$ cat src/rtl/lcs_pkg.sv
// Shared types for the linear congruence solver.
// Holds datapath operation codes and the controller/datapath command and status structs.
package lcs_pkg;

  localparam int OPERAND_WIDTH_DEF = 32;

  typedef enum logic [2:0] {
    OP_EUC_DIV = 3'd0,
    OP_EUC_MUL = 3'd1,
    OP_B_DIV   = 3'd2,
    OP_M_DIV   = 3'd3,
    OP_S_RED   = 3'd4,
    OP_Q_RED   = 3'd5,
    OP_X_MUL   = 3'd6
  } op_t;

  typedef struct packed {
    logic load;
    logic start;
    op_t  start_op;
    logic wr;
    op_t  wr_op;
    logic emit;
  } cmd_t;

  typedef struct packed {
    logic div_done;
    logic mul_done;
    logic r1_zero;
    logic p_zero;
    logic solvable;
  } status_t;

endpackage

$ cat src/rtl/lcs_if.sv
// Valid/ready channel interfaces for the solver's request and response items.
// Stand-alone; width follows the interface parameter.
interface lcs_in_if #(parameter int W = 32);
  logic         valid;
  logic         ready;
  logic [W-1:0] coefficient;
  logic [W-1:0] rhs;
  logic [W-1:0] modulus;
  modport source (output valid, coefficient, rhs, modulus, input ready);
  modport sink (input valid, coefficient, rhs, modulus, output ready);
endinterface

interface lcs_out_if #(parameter int W = 32);
  logic         valid;
  logic         ready;
  logic [W-1:0] solution;
  logic         solvable;
  logic [W-1:0] divisor;
  modport source (output valid, solution, solvable, divisor, input ready);
  modport sink (input valid, solution, solvable, divisor, output ready);
endinterface

$ cat src/rtl/lcs_divider.sv
// Restoring divider, one quotient bit per cycle.
// No package dependencies.
module lcs_divider #(
  parameter int W = 32
) (
  input  logic         clk,
  input  logic         rst,
  input  logic         start,
  input  logic [W-1:0] num,
  input  logic [W-1:0] den_in,
  output logic         done,
  output logic [W-1:0] quo,
  output logic [W-1:0] rem
);
  localparam int CW = $clog2(W + 1);

  logic [W-1:0]  den;
  logic [CW-1:0] cnt;
  logic          busy;
  logic [W:0]    rem_sh;
  logic [W:0]    diff;
  logic          ge;

  assign rem_sh = {rem, quo[W-1]};
  assign diff   = rem_sh - {1'b0, den};
  assign ge     = rem_sh >= {1'b0, den};

  always_ff @(posedge clk) begin
    if (rst) begin
      busy <= 1'b0;
      done <= 1'b0;
    end else if (start) begin
      busy <= 1'b1;
      done <= 1'b0;
    end else if (busy) begin
      busy <= (cnt != CW'(1));
      done <= (cnt == CW'(1));
    end else begin
      done <= 1'b0;
    end
  end

  always_ff @(posedge clk) begin
    if (start) begin
      rem <= '0;
      quo <= num;
      den <= den_in;
      cnt <= CW'(W);
    end else if (busy) begin
      rem <= ge ? diff[W-1:0] : rem_sh[W-1:0];
      quo <= {quo[W-2:0], ge};
      cnt <= cnt - CW'(1);
    end
  end
endmodule

$ cat src/rtl/lcs_modmul.sv
// Shift-and-add modular multiplier, one multiplier bit per cycle.
// Expects both operands below the modulus; no package dependencies.
module lcs_modmul #(
  parameter int W = 32
) (
  input  logic         clk,
  input  logic         rst,
  input  logic         start,
  input  logic [W-1:0] x_in,
  input  logic [W-1:0] y_in,
  input  logic [W-1:0] m_in,
  output logic         done,
  output logic [W-1:0] acc
);
  logic [W-1:0] x;
  logic [W-1:0] y;
  logic [W-1:0] m;
  logic         busy;
  logic [W:0]   sum_acc;
  logic [W:0]   sum_dbl;
  logic [W-1:0] acc_add;
  logic [W-1:0] x_dbl;

  assign sum_acc = {1'b0, acc} + {1'b0, x};
  assign sum_dbl = {1'b0, x} + {1'b0, x};
  assign acc_add = (sum_acc >= {1'b0, m}) ? W'(sum_acc - {1'b0, m}) : sum_acc[W-1:0];
  assign x_dbl   = (sum_dbl >= {1'b0, m}) ? W'(sum_dbl - {1'b0, m}) : sum_dbl[W-1:0];

  always_ff @(posedge clk) begin
    if (rst) begin
      busy <= 1'b0;
      done <= 1'b0;
    end else if (start) begin
      busy <= 1'b1;
      done <= 1'b0;
    end else if (busy && y == '0) begin
      busy <= 1'b0;
      done <= 1'b1;
    end else begin
      done <= 1'b0;
    end
  end

  always_ff @(posedge clk) begin
    if (start) begin
      acc <= '0;
      x   <= x_in;
      y   <= y_in;
      m   <= m_in;
    end else if (busy && y != '0) begin
      if (y[0]) begin
        acc <= acc_add;
      end
      x <= x_dbl;
      y <= y >> 1;
    end
  end
endmodule

$ cat src/rtl/lcs_datapath.sv
// Operand registers, shared divider and modular multiplier of the solver.
// Depends on lcs_pkg, lcs_divider and lcs_modmul.
module lcs_datapath #(
  parameter int W = 32
) (
  input  logic             clk,
  input  logic             rst,
  input  lcs_pkg::cmd_t    cmd,
  output lcs_pkg::status_t status,
  input  logic [W-1:0]     coefficient,
  input  logic [W-1:0]     rhs,
  input  logic [W-1:0]     modulus,
  output logic [W-1:0]     solution,
  output logic             solvable,
  output logic [W-1:0]     divisor
);
  import lcs_pkg::*;

  logic [W-1:0] r0, r1, s0, s1, b, p, rn, m, qbd, xs, x;
  logic         solv;
  logic [W-1:0] div_num, div_den, div_quo, div_rem;
  logic [W-1:0] mul_x, mul_y, mul_m, mul_acc;
  logic         div_start, mul_start, div_done, mul_done;
  logic [W-1:0] q_red, s_next;

  // the divider holds its quotient, so take it straight from there
  assign q_red  = (div_quo >= p) ? div_quo - p : div_quo;
  assign s_next = (s0 >= mul_acc) ? s0 - mul_acc : s0 + (p - mul_acc);

  always_comb begin
    div_num   = r0;
    div_den   = r1;
    mul_x     = q_red;
    mul_y     = s1;
    mul_m     = p;
    div_start = 1'b0;
    mul_start = 1'b0;
    case (cmd.start_op)
      OP_EUC_DIV: div_start = cmd.start;
      OP_B_DIV: begin
        div_num   = b;
        div_den   = r0;
        div_start = cmd.start;
      end
      OP_M_DIV: begin
        div_num   = p;
        div_den   = r0;
        div_start = cmd.start;
      end
      OP_S_RED: begin
        // m is written on this same edge; use the held quotient
        div_num   = s0;
        div_den   = div_quo;
        div_start = cmd.start;
      end
      OP_Q_RED: begin
        div_num   = qbd;
        div_den   = m;
        div_start = cmd.start;
      end
      OP_EUC_MUL: mul_start = cmd.start;
      OP_X_MUL: begin
        // reduced rhs/gcd is still held in the divider remainder
        mul_x     = xs;
        mul_y     = div_rem;
        mul_m     = m;
        mul_start = cmd.start;
      end
      default: ;
    endcase
  end

  lcs_divider #(.W(W)) u_div (
    .clk(clk), .rst(rst), .start(div_start), .num(div_num), .den_in(div_den),
    .done(div_done), .quo(div_quo), .rem(div_rem)
  );

  lcs_modmul #(.W(W)) u_mul (
    .clk(clk), .rst(rst), .start(mul_start), .x_in(mul_x), .y_in(mul_y), .m_in(mul_m),
    .done(mul_done), .acc(mul_acc)
  );

  always_ff @(posedge clk) begin
    if (cmd.load) begin
      r0   <= coefficient;
      r1   <= modulus;
      s0   <= (modulus == W'(1)) ? '0 : W'(1);
      s1   <= '0;
      b    <= rhs;
      p    <= modulus;
      x    <= '0;
      solv <= 1'b0;
    end else if (cmd.wr) begin
      case (cmd.wr_op)
        OP_EUC_DIV: begin
          rn <= div_rem;
        end
        OP_EUC_MUL: begin
          r0 <= r1;
          r1 <= rn;
          s0 <= s1;
          s1 <= s_next;
        end
        OP_B_DIV: begin
          qbd  <= div_quo;
          solv <= (div_rem == '0);
        end
        OP_M_DIV: m   <= div_quo;
        OP_S_RED: xs  <= div_rem;
        OP_Q_RED: qbd <= div_rem;
        OP_X_MUL: x   <= mul_acc;
        default: ;
      endcase
    end
  end

  // result register; holds while the receiver stalls
  always_ff @(posedge clk) begin
    if (cmd.emit) begin
      solution <= x;
      solvable <= solv;
      divisor  <= r0;
    end
  end

  assign status.div_done = div_done;
  assign status.mul_done = mul_done;
  assign status.r1_zero  = (r1 == '0);
  assign status.p_zero   = (p == '0);
  assign status.solvable = solv;
endmodule

$ cat src/rtl/lcs_ctrl.sv
// Sequencing state machine of the solver: Euclid steps, then the final reductions.
// Depends on lcs_pkg.
module lcs_ctrl (
  input  logic             clk,
  input  logic             rst,
  input  logic             in_valid,
  output logic             in_ready,
  output logic             out_valid,
  input  logic             out_ready,
  input  lcs_pkg::status_t status,
  output lcs_pkg::cmd_t    cmd
);
  import lcs_pkg::*;

  typedef enum logic [9:0] {
    S_IDLE    = 10'b00_0000_0001,
    S_EUC_CHK = 10'b00_0000_0010,
    S_EUC_DIV = 10'b00_0000_0100,
    S_EUC_MUL = 10'b00_0000_1000,
    S_B_DIV   = 10'b00_0001_0000,
    S_M_DIV   = 10'b00_0010_0000,
    S_S_RED   = 10'b00_0100_0000,
    S_Q_RED   = 10'b00_1000_0000,
    S_X_MUL   = 10'b01_0000_0000,
    S_FIN     = 10'b10_0000_0000
  } state_t;

  state_t state, state_next;
  logic   out_free;

  assign in_ready = (state == S_IDLE);
  assign out_free = !out_valid || out_ready;

  always_comb begin
    state_next   = state;
    cmd          = '0;
    cmd.start_op = OP_EUC_DIV;
    cmd.wr_op    = OP_EUC_DIV;
    unique case (state)
      S_IDLE: begin
        if (in_valid) begin
          cmd.load   = 1'b1;
          state_next = S_EUC_CHK;
        end
      end
      S_EUC_CHK: begin
        cmd.start = !status.r1_zero || !status.p_zero;
        if (!status.r1_zero) begin
          state_next = S_EUC_DIV;
        end else if (status.p_zero) begin
          state_next = S_FIN;
        end else begin
          cmd.start_op = OP_B_DIV;
          state_next   = S_B_DIV;
        end
      end
      S_EUC_DIV: begin
        if (status.div_done) begin
          cmd.wr       = 1'b1;
          cmd.start    = 1'b1;
          cmd.start_op = OP_EUC_MUL;
          state_next   = S_EUC_MUL;
        end
      end
      S_EUC_MUL: begin
        if (status.mul_done) begin
          cmd.wr     = 1'b1;
          cmd.wr_op  = OP_EUC_MUL;
          state_next = S_EUC_CHK;
        end
      end
      S_B_DIV: begin
        if (status.div_done) begin
          cmd.wr    = 1'b1;
          cmd.wr_op = OP_B_DIV;
          state_next = S_M_DIV;
        end
      end
      S_M_DIV: begin
        // drop straight to the result when gcd does not divide rhs
        if (!status.solvable) begin
          state_next = S_FIN;
        end else begin
          cmd.start    = 1'b1;
          cmd.start_op = OP_M_DIV;
          state_next   = S_S_RED;
        end
      end
      S_S_RED: begin
        if (status.div_done) begin
          cmd.wr       = 1'b1;
          cmd.wr_op    = OP_M_DIV;
          cmd.start    = 1'b1;
          cmd.start_op = OP_S_RED;
          state_next   = S_Q_RED;
        end
      end
      S_Q_RED: begin
        if (status.div_done) begin
          cmd.wr       = 1'b1;
          cmd.wr_op    = OP_S_RED;
          cmd.start    = 1'b1;
          cmd.start_op = OP_Q_RED;
          state_next   = S_X_MUL;
        end
      end
      S_X_MUL: begin
        if (status.div_done) begin
          cmd.wr       = 1'b1;
          cmd.wr_op    = OP_Q_RED;
          cmd.start    = 1'b1;
          cmd.start_op = OP_X_MUL;
        end
        if (status.mul_done) begin
          cmd.wr     = 1'b1;
          cmd.wr_op  = OP_X_MUL;
          state_next = S_FIN;
        end
      end
      S_FIN: begin
        if (out_free) begin
          cmd.emit   = 1'b1;
          state_next = S_IDLE;
        end
      end
      default: state_next = S_IDLE;
    endcase
  end

  always_ff @(posedge clk) begin
    if (rst) begin
      state     <= S_IDLE;
      out_valid <= 1'b0;
    end else begin
      state <= state_next;
      if (cmd.emit) begin
        out_valid <= 1'b1;
      end else if (out_ready) begin
        out_valid <= 1'b0;
      end
    end
  end
endmodule

$ cat src/rtl/linear_congruence_solver_core.sv
// Linear congruence solver: coefficient*x = rhs (mod modulus) by extended Euclid.
// Top level; depends on lcs_pkg, lcs_if, lcs_ctrl and lcs_datapath.
//
// Channels: req carries coefficient, rhs and modulus; rsp carries solution,
// solvable and divisor. Both are valid/ready; an item moves when both are high.
// One item is worked at a time; req.ready is high only while the solver is idle,
// and it is high even while an earlier result still waits on rsp.
// Each Euclid quotient step takes a check, a division in the shared restoring
// divider and a multiply in the shift-and-add modular multiplier. The tail
// takes a check, at most four divisions and one modular multiply; a zero
// modulus goes straight from the check to the result. The divider and
// multiplier set the run time.
// Reset clears the controller and drops rsp.valid. A stalled receiver holds the
// result in the output register; the next item may be accepted and worked, and
// its result waits until the held one is taken.
module linear_congruence_solver_core #(
  parameter int OPERAND_WIDTH = lcs_pkg::OPERAND_WIDTH_DEF
) (
  input logic      clk,
  input logic      rst,
  lcs_in_if.sink   req,
  lcs_out_if.source rsp
);
  import lcs_pkg::*;

  cmd_t    cmd;
  status_t status;

  lcs_ctrl u_ctrl (
    .clk(clk), .rst(rst),
    .in_valid(req.valid), .in_ready(req.ready),
    .out_valid(rsp.valid), .out_ready(rsp.ready),
    .status(status), .cmd(cmd)
  );

  lcs_datapath #(.W(OPERAND_WIDTH)) u_dp (
    .clk(clk), .rst(rst), .cmd(cmd), .status(status),
    .coefficient(req.coefficient), .rhs(req.rhs), .modulus(req.modulus),
    .solution(rsp.solution), .solvable(rsp.solvable), .divisor(rsp.divisor)
  );
endmodule
$ cat src/flat_wrapper.sv
// flat-port wrapper written by rule: the top's interface ports become plain ports
module linear_congruence_solver_core_flat import lcs_pkg::*;
#(
  parameter int OPERAND_WIDTH = lcs_pkg::OPERAND_WIDTH_DEF
)
  (clk, rst, req_valid, req_coefficient, req_rhs, req_modulus, req_ready, rsp_valid, rsp_solution, rsp_solvable, rsp_divisor, rsp_ready);
  lcs_in_if req_i ();
  lcs_out_if rsp_i ();
  input logic clk;
  input logic rst;
  input wire logic [$bits(req_i.valid)-1:0] req_valid;
  input wire logic [$bits(req_i.coefficient)-1:0] req_coefficient;
  input wire logic [$bits(req_i.rhs)-1:0] req_rhs;
  input wire logic [$bits(req_i.modulus)-1:0] req_modulus;
  output wire logic [$bits(req_i.ready)-1:0] req_ready;
  output wire logic [$bits(rsp_i.valid)-1:0] rsp_valid;
  output wire logic [$bits(rsp_i.solution)-1:0] rsp_solution;
  output wire logic [$bits(rsp_i.solvable)-1:0] rsp_solvable;
  output wire logic [$bits(rsp_i.divisor)-1:0] rsp_divisor;
  input wire logic [$bits(rsp_i.ready)-1:0] rsp_ready;
  assign req_i.valid = req_valid;
  assign req_i.coefficient = req_coefficient;
  assign req_i.rhs = req_rhs;
  assign req_i.modulus = req_modulus;
  assign req_ready = req_i.ready;
  assign rsp_valid = rsp_i.valid;
  assign rsp_solution = rsp_i.solution;
  assign rsp_solvable = rsp_i.solvable;
  assign rsp_divisor = rsp_i.divisor;
  assign rsp_i.ready = rsp_ready;
  linear_congruence_solver_core #(.OPERAND_WIDTH(OPERAND_WIDTH)) u_core (.clk(clk), .rst(rst), .req(req_i), .rsp(rsp_i));
endmodule
$ cat config.mk
export PLATFORM = sky130hd
export DESIGN_NAME = linear_congruence_solver_core_flat
export DESIGN_NICKNAME = d
export VERILOG_FILES = /design/src/rtl/lcs_pkg.sv /design/src/rtl/lcs_if.sv /design/src/rtl/lcs_divider.sv /design/src/rtl/lcs_modmul.sv /design/src/rtl/lcs_datapath.sv /design/src/rtl/lcs_ctrl.sv /design/src/rtl/linear_congruence_solver_core.sv /design/src/flat_wrapper.sv
export SDC_FILE = /design/constraint.sdc
export NUM_CORES = 2
export LEC_CHECK = 0
export ABC_AREA = 1
export BUFFER_PORTS_ARGS = -buffer_cell sky130_fd_sc_hd__buf_2
export CAP_MARGIN = 20
export CORE_UTILIZATION = 37
export CTS_CLUSTER_DIAMETER = 50
export DETAILED_ROUTE_END_ITERATION = 8
export PLACE_DENSITY_LB_ADDON = 0.25
export SLEW_MARGIN = 5
export SYNTH_ARGS = -nofsm -noshare
export SYNTH_HDL_FRONTEND = slang
export SYNTH_HIERARCHICAL = 1
export SYNTH_SLANG_ARGS = --single-unit
$ cat constraint.sdc
create_clock -name clk -period 18.3 [get_ports clk]
set_input_delay 1.83 -clock clk [delete_from_list [all_inputs] [get_ports clk]]
set_output_delay 1.83 -clock clk [all_outputs]
set_load 0.01 [all_outputs]
# --- Word-level counts from Yosys, hierarchy flattened ---
# Index checks and enable logic that the tools add are counted.
word_totals:
  inputBits: 100
  reg_bits: 663
  output_inout_bits: 67
  word_cells: 180
op_classes:
  eq_ne: 33
  add_sub_neg: 10
  n_bitwise: 2
  mux: 65
  order_cmp: 5
  n_reduce_logical: 36
ops:
  columns: ["cell", "n"]
  rows:
  - ["32-bit two-way mux", 23]
  - ["32-bit subtractor", 6]
  - ["32-bit zero test", 4]
  - ["32-bit case mux with 4 select lines", 1]
  - ["10-bit two-way mux", 11]
  - ["10-bit case mux with 10 select lines", 1]
  - ["33-bit by 32-bit >= comparator with 1-bit output", 3]
  - ["32-bit case mux with 3 select lines", 1]
  - ["32-bit by 32-bit adder with 33-bit output", 2]
  - ["32-bit >= comparator", 2]
  - ["32-bit case mux with 2 select lines", 1]
  - ["32-bit adder", 1]
  - ["32-bit by 1-bit == test with 1-bit output, second input constant", 1]
  - ["32-bit nonzero test", 1]
  - ["8-bit two-way mux", 3]
  - ["4-bit case mux with 6 select lines", 1]
  - ["3-bit == test, second input constant", 6]
  - ["4-bit two-way mux", 4]
  - ["2-bit inequality test, second input constant", 8]
  - ["3-bit case mux with 5 select lines", 1]
  - ["1-bit two-way mux", 14]
  - ["2-bit nonzero test", 7]
  - ["3-bit by 2-bit == test with 1-bit output, second input constant", 4]
  - ["3-bit AND reduction", 4]
  - ["other kinds (27)", 41]

# --- Logic depth before layout (Yosys ltp) ---
depth:
  ltp_word: 8
  depth_mapped: 28
  ltp_nobuf: 28

# --- Cells and area by module ---
# The synthesis kept the hierarchy.
modules_own_cells:
  columns: ["module", "n_inst", "cells_per_inst", "area_per_inst_um2", "seq_area_each_um2"]
  rows:
  - ["lcs_datapath", 1, 3409, 26380.3, 11901.4]
  - ["lcs_modmul", 1, 2076, 12932.4, 3563.4]
  - ["lcs_divider", 1, 994, 6826.5, 2722.6]
  - ["lcs_ctrl", 1, 179, 1039.7, 220.2]

# --- Least setup slack after synthesis ---
# Ideal clock, no wire load.
synth_path:
  kind: "in2reg"
  startpoint: "in req_valid"
  endpoint: "reg u_core.u_dp.r0[0], enable pin"
  setup_slack_ns: 9.807
  t_arrival_ns: 7.995
  stages: 6
  required_ns: 17.801
  n_path_buf: 2
  setup_ns: 0.499
  cell_sequence: "inv_1 nor2_1 clkbuf_1 nor2_1 inv_1 clkbuf_1"
synth_lines:
  columns: ["element", "line", "source"]
  rows:
  - ["start: declaration", "flat_wrapper.sv:11", "input wire logic [$bits(req_i.valid)-1:0] req_valid;"]
  - ["end signal: assignment", "lcs_datapath.sv:85", "r0 <= coefficient;"]
  - ["end signal: assignment", "lcs_datapath.sv:99", "r0 <= r1;"]
  - ["end: declaration", "lcs_datapath.sv:19", "logic [W-1:0] r0, r1, s0, s1, b, p, rn, m, qbd, xs, x;"]

==> summary.md <==
The count of buffers added on input and output ports is 166. The final layout contains routed wiring with a total length of 197000 µm. The worst-margin pin slew was 1110 ps. The logs give 49700 µm² for the cell area reported after detailed placement and 42200 for the number of global-route vias before repair.

The synthesized netlist devotes 8.27% of its cell area to compound gates. At the worst endpoint, the required time is 18900 ps. Type of the tightest min-delay check: reg2reg. STA classifies the critical path endpoint as a register.

The tools report the initial antenna violation count as 11. Reg-to-reg endpoint: u_core/u_dp/u_div/quo[2]. Ranked by total cell area, the synthesized netlist is headed by edfxtp_1 (33%), nand2_1 (19%), inv_1 (9.4%), dfxtp_1 (6.4%), ha_1 (6.0%). End point of the worst hold path: u_core/u_dp/solution[3]. The fraction of post-synthesis cell area in the top cell type by area works out to 32.7%. The number of storage elements in the synthesis netlist was 663. Number of antenna-violating nets in the routed design: 0. The startpoint identified for the worst hold timing path is u_core/u_dp/x[3]. The share of async-settable or async-resettable flops after synthesis works out to 0%.

Most used flip-flop cell after synthesis: edfxtp_1. The max-slew headroom at the worst pin is 26.0%, and the number of flops mapped to enable cells by yosys is 513. After synthesis, the most frequently instantiated cells are nand2_1 (2367), inv_1 (1182), edfxtp_1 (513).

In the global route stage, overall resource usage came out at 29.9%. Counting every net in the synthesized netlist gives 7021. The via count normalized by instance count was 5.30; the setup TNS was 0 ps. The buffer count from post-CTS setup fixing was 0. The maximum fanout count along the critical path was 57.

The run gives 163 as the pin count of the biggest net entering global routing. The area growth from synthesis to layout is 12.3%. The net count reported at finish came out at 7161. The max capacitance violation total was 0; the depth of the worst register-to-register path was 16. Library cell with the highest instance count after synthesis: nand2_1. The clock tree synthesis step divided the H-tree into 3 levels. The signal on the critical path passes through nor4_1 -> nand4_1 -> nor2_1 -> inv_1 -> nor3_1 -> nand3b_1 -> inv_1 -> nand3_2 -> buf_4 -> inv_2 -> nor3_4 -> buf_4 -> inv_2 -> o21ai_0 -> nand2_1 -> nand2_1. The detailed router finished its first iteration with 5334 violations. STA puts the critical path data arrival time at 5840 ps. The cell area power density works out to 144 nW/µm².

The die is 359 µm wide. STA classifies the critical path startpoint as a register. The largest individual stage delay along the critical path comes from the cell nor3_4. The Yosys step of the flow raised 6 warnings. Register clock-pin slew on the reported worst setup and hold paths: 60 ps. The clock network burns 24.8% of the power.

Setup repair after global routing left no endpoint under its margin. The beginning of the worst register-to-register path is u_core/u_dp/r1[7]. Counting every sink on the clock net gives 663. The root buffer cell chosen for the clock tree is clkbuf_16. Detailed placement finished with a half-perimeter wire length of 159000 µm.

The tools report the core footprint as 126000 µm². The dominant combinational cell family by area after synthesis is simple AND/OR/NAND/NOR gates. Number of hold violations in the final report: 0. Averaged over all synthesized cells, the footprint is 7.09 µm². The floorplan step defined a die boundary enclosing 129000 µm².

The run gives 0 as the remaining global-route overflow. The setup path with the least slack is of type reg2reg. The synthesized netlist devotes 7.56% of its cell area to adder and majority cells. The post-synthesis sequential area ratio is 39.0%, and the XOR/XNOR share of the synthesized area is 2.02%. The run finished with clean final reports. The distinct cell type count after synthesis was 51; the post-synthesis mux area share was 0%.

The leakage power summed over all cells was 25.6 nW; the number of standard-cell rows in the floorplan was 130. For the gate count after technology mapping, the log shows 6658. Based on the critical path, the design can be clocked at up to 0.191 GHz.

Library cell with the largest summed area after synthesis: edfxtp_1. TritonCTS built the clock tree. The finished cells cover 53000 µm². At the later pin of the worst-skew pair, clock insertion delay measures 730 ps. The layout cell share with drive strength beyond 1 is 7.37%, and the number of buffers on the longest clock path is 3. In this run, the combinational gates consume 45.7% of the power.

The I/O pin count was 167. The worst-case IR drop observed on VDD is 0.128 mV. The quantity of hold-fixing buffers added after cts came out at 0.

The first-pass GRT wire length is 284000 µm, and the die height is 359 µm. In this design, the stage delay of the slowest critical-path cell is 700 ps. The logs give 0 for the number of DRC violations after detailed routing and 3.56 mW for the switching power of the nets. TritonCTS created 96 clock buffers. The count of final setup violators was 0; the design internal power was 4.05 mW. Across the routed clock network, the largest skew measured is 51.6 ps. Subtracting the final worst setup slack from the clock period gives 5230 ps.

The flop-to-flop setup slack was 13070 ps; the number of detailed-routing iterations run before antenna repair was 6. The run gives 45200 as the total via count after detailed routing. Routability-driven placement finished with a final weighted congestion of 1.02. In the final routed layout, each cell accounts on average for 23.1 µm.

The logs give 47200 µm² for the post-synthesis instance area and 0 for the post-cts sizing count. Of the total synthesized cell area, the portion taken by AND, OR, NAND and NOR gates is 31.8%. In the finished design, the share of the clock period the worst path needs comes to 28.6%.

The logs give 0 for the final number of max-transition violations and 37.4% for the starting density of the core. Counting instances, the worst hold path has a depth of 0. In this run, flip-flops and latches consume 29.6% of the power. Switching portion of total power: 46.8%.
-- per-stage QoR --
step           total power, mW  hold slack (ps)  cells  utilization (%)  worst slack, ps
2_1_floorplan             4.46              403   6658                -             9810
3_3_place_gp              5.66              411   8349             39.4            13200
3_5_place_dp              5.67              410   8350             39.4            13190
4_1_cts                   7.56              427   8530             42.0            13170
5_1_grt                   8.06              431   8530             42.0            12900
6_report                  7.61              428   8532             42.0            13070
-- worst max-delay path: cells and delay by family (launching register included) --
family	cells	cell delay, ps
buf+inv	6	1760
simple gates	9	2590
compound gates	1	250
flops	1	410
-- cells by family after synthesis --
kind of cell | after synthesis
and+or+nand+nor | 3571
buffers and inverters | 1369
AOI/OAI and AO/OA | 683
DFF | 663
adders and majority gates | 263
xor gates and xnor gates | 109
-- layout make-up --
class                           instances  area [µm²]
Inverter                             1205        4530
Sequential cell                       663       18400
Antenna cell                            2        5.00
Fill cell                           13200       73100
Clock inverter                         70         771
Clock buffer                          110        2520
Timing Repair Buffer                  206        1160
Multi-Input combinational cell       4626       23500
Tap cell                             1650        2060
-- per-layer routing --
metal	vias to the layer above	GRT usage (%)	part of all wire, %
met5	-	0	0.0097
li1	21500	-	-
met2	2041	46.1	43
met1	21300	41.2	43
met4	2	15.3	5.5
met3	338	3.53	8.0
-- placed cells by master, fill, tap and decap left out, drive strengths merged, types with 20 or more instances in the layout --
master and instances:
ha 226, nor3 44, nand2 2403, dfxtp 150, a21oi 253, nand3 459, nand3b 67, a221oi 33
nand4 78, o21bai 29, a22oi 22, edfxtp 513, buf 206, xor2 46, fa 37, nor2 451
xnor2 63, and2 20, clkinv 42, nor4 42, clkbuf 110, inv 1222, o21ai 289, o2111ai 23
-- worst max-delay path by stage --
| stage | startpoint | slack [ps] | end |
|---|---|---|---|
| after floorplan | req_valid | 9810 | u_core/u_dp/r0[0] |
| after global placement | u_core/u_dp/r1[26] | 13200 | u_core/u_dp/u_div/quo[13] |
| after detailed placement | u_core/u_dp/r1[7] | 13190 | u_core/u_dp/u_div/quo[2] |
| after CTS | u_core/u_dp/r1[7] | 13170 | u_core/u_dp/u_div/quo[2] |
| after global routing | u_core/u_dp/r1[26] | 12900 | u_core/u_dp/u_div/quo[13] |
| final | u_core/u_dp/r1[7] | 13070 | u_core/u_dp/u_div/quo[2] |
-- power by group through the flow --
stage	clock, mW	combinational (mW)	sequential [mW]
5_1_grt	1.97	3.84	2.25
2_1_floorplan	0	2.38	2.08
3_5_place_dp	0	3.41	2.26
3_3_place_gp	0	3.41	2.26
4_1_cts	1.91	3.42	2.23
6_report	1.89	3.48	2.25
No activity file was read; power rests on OpenSTA's default activity.
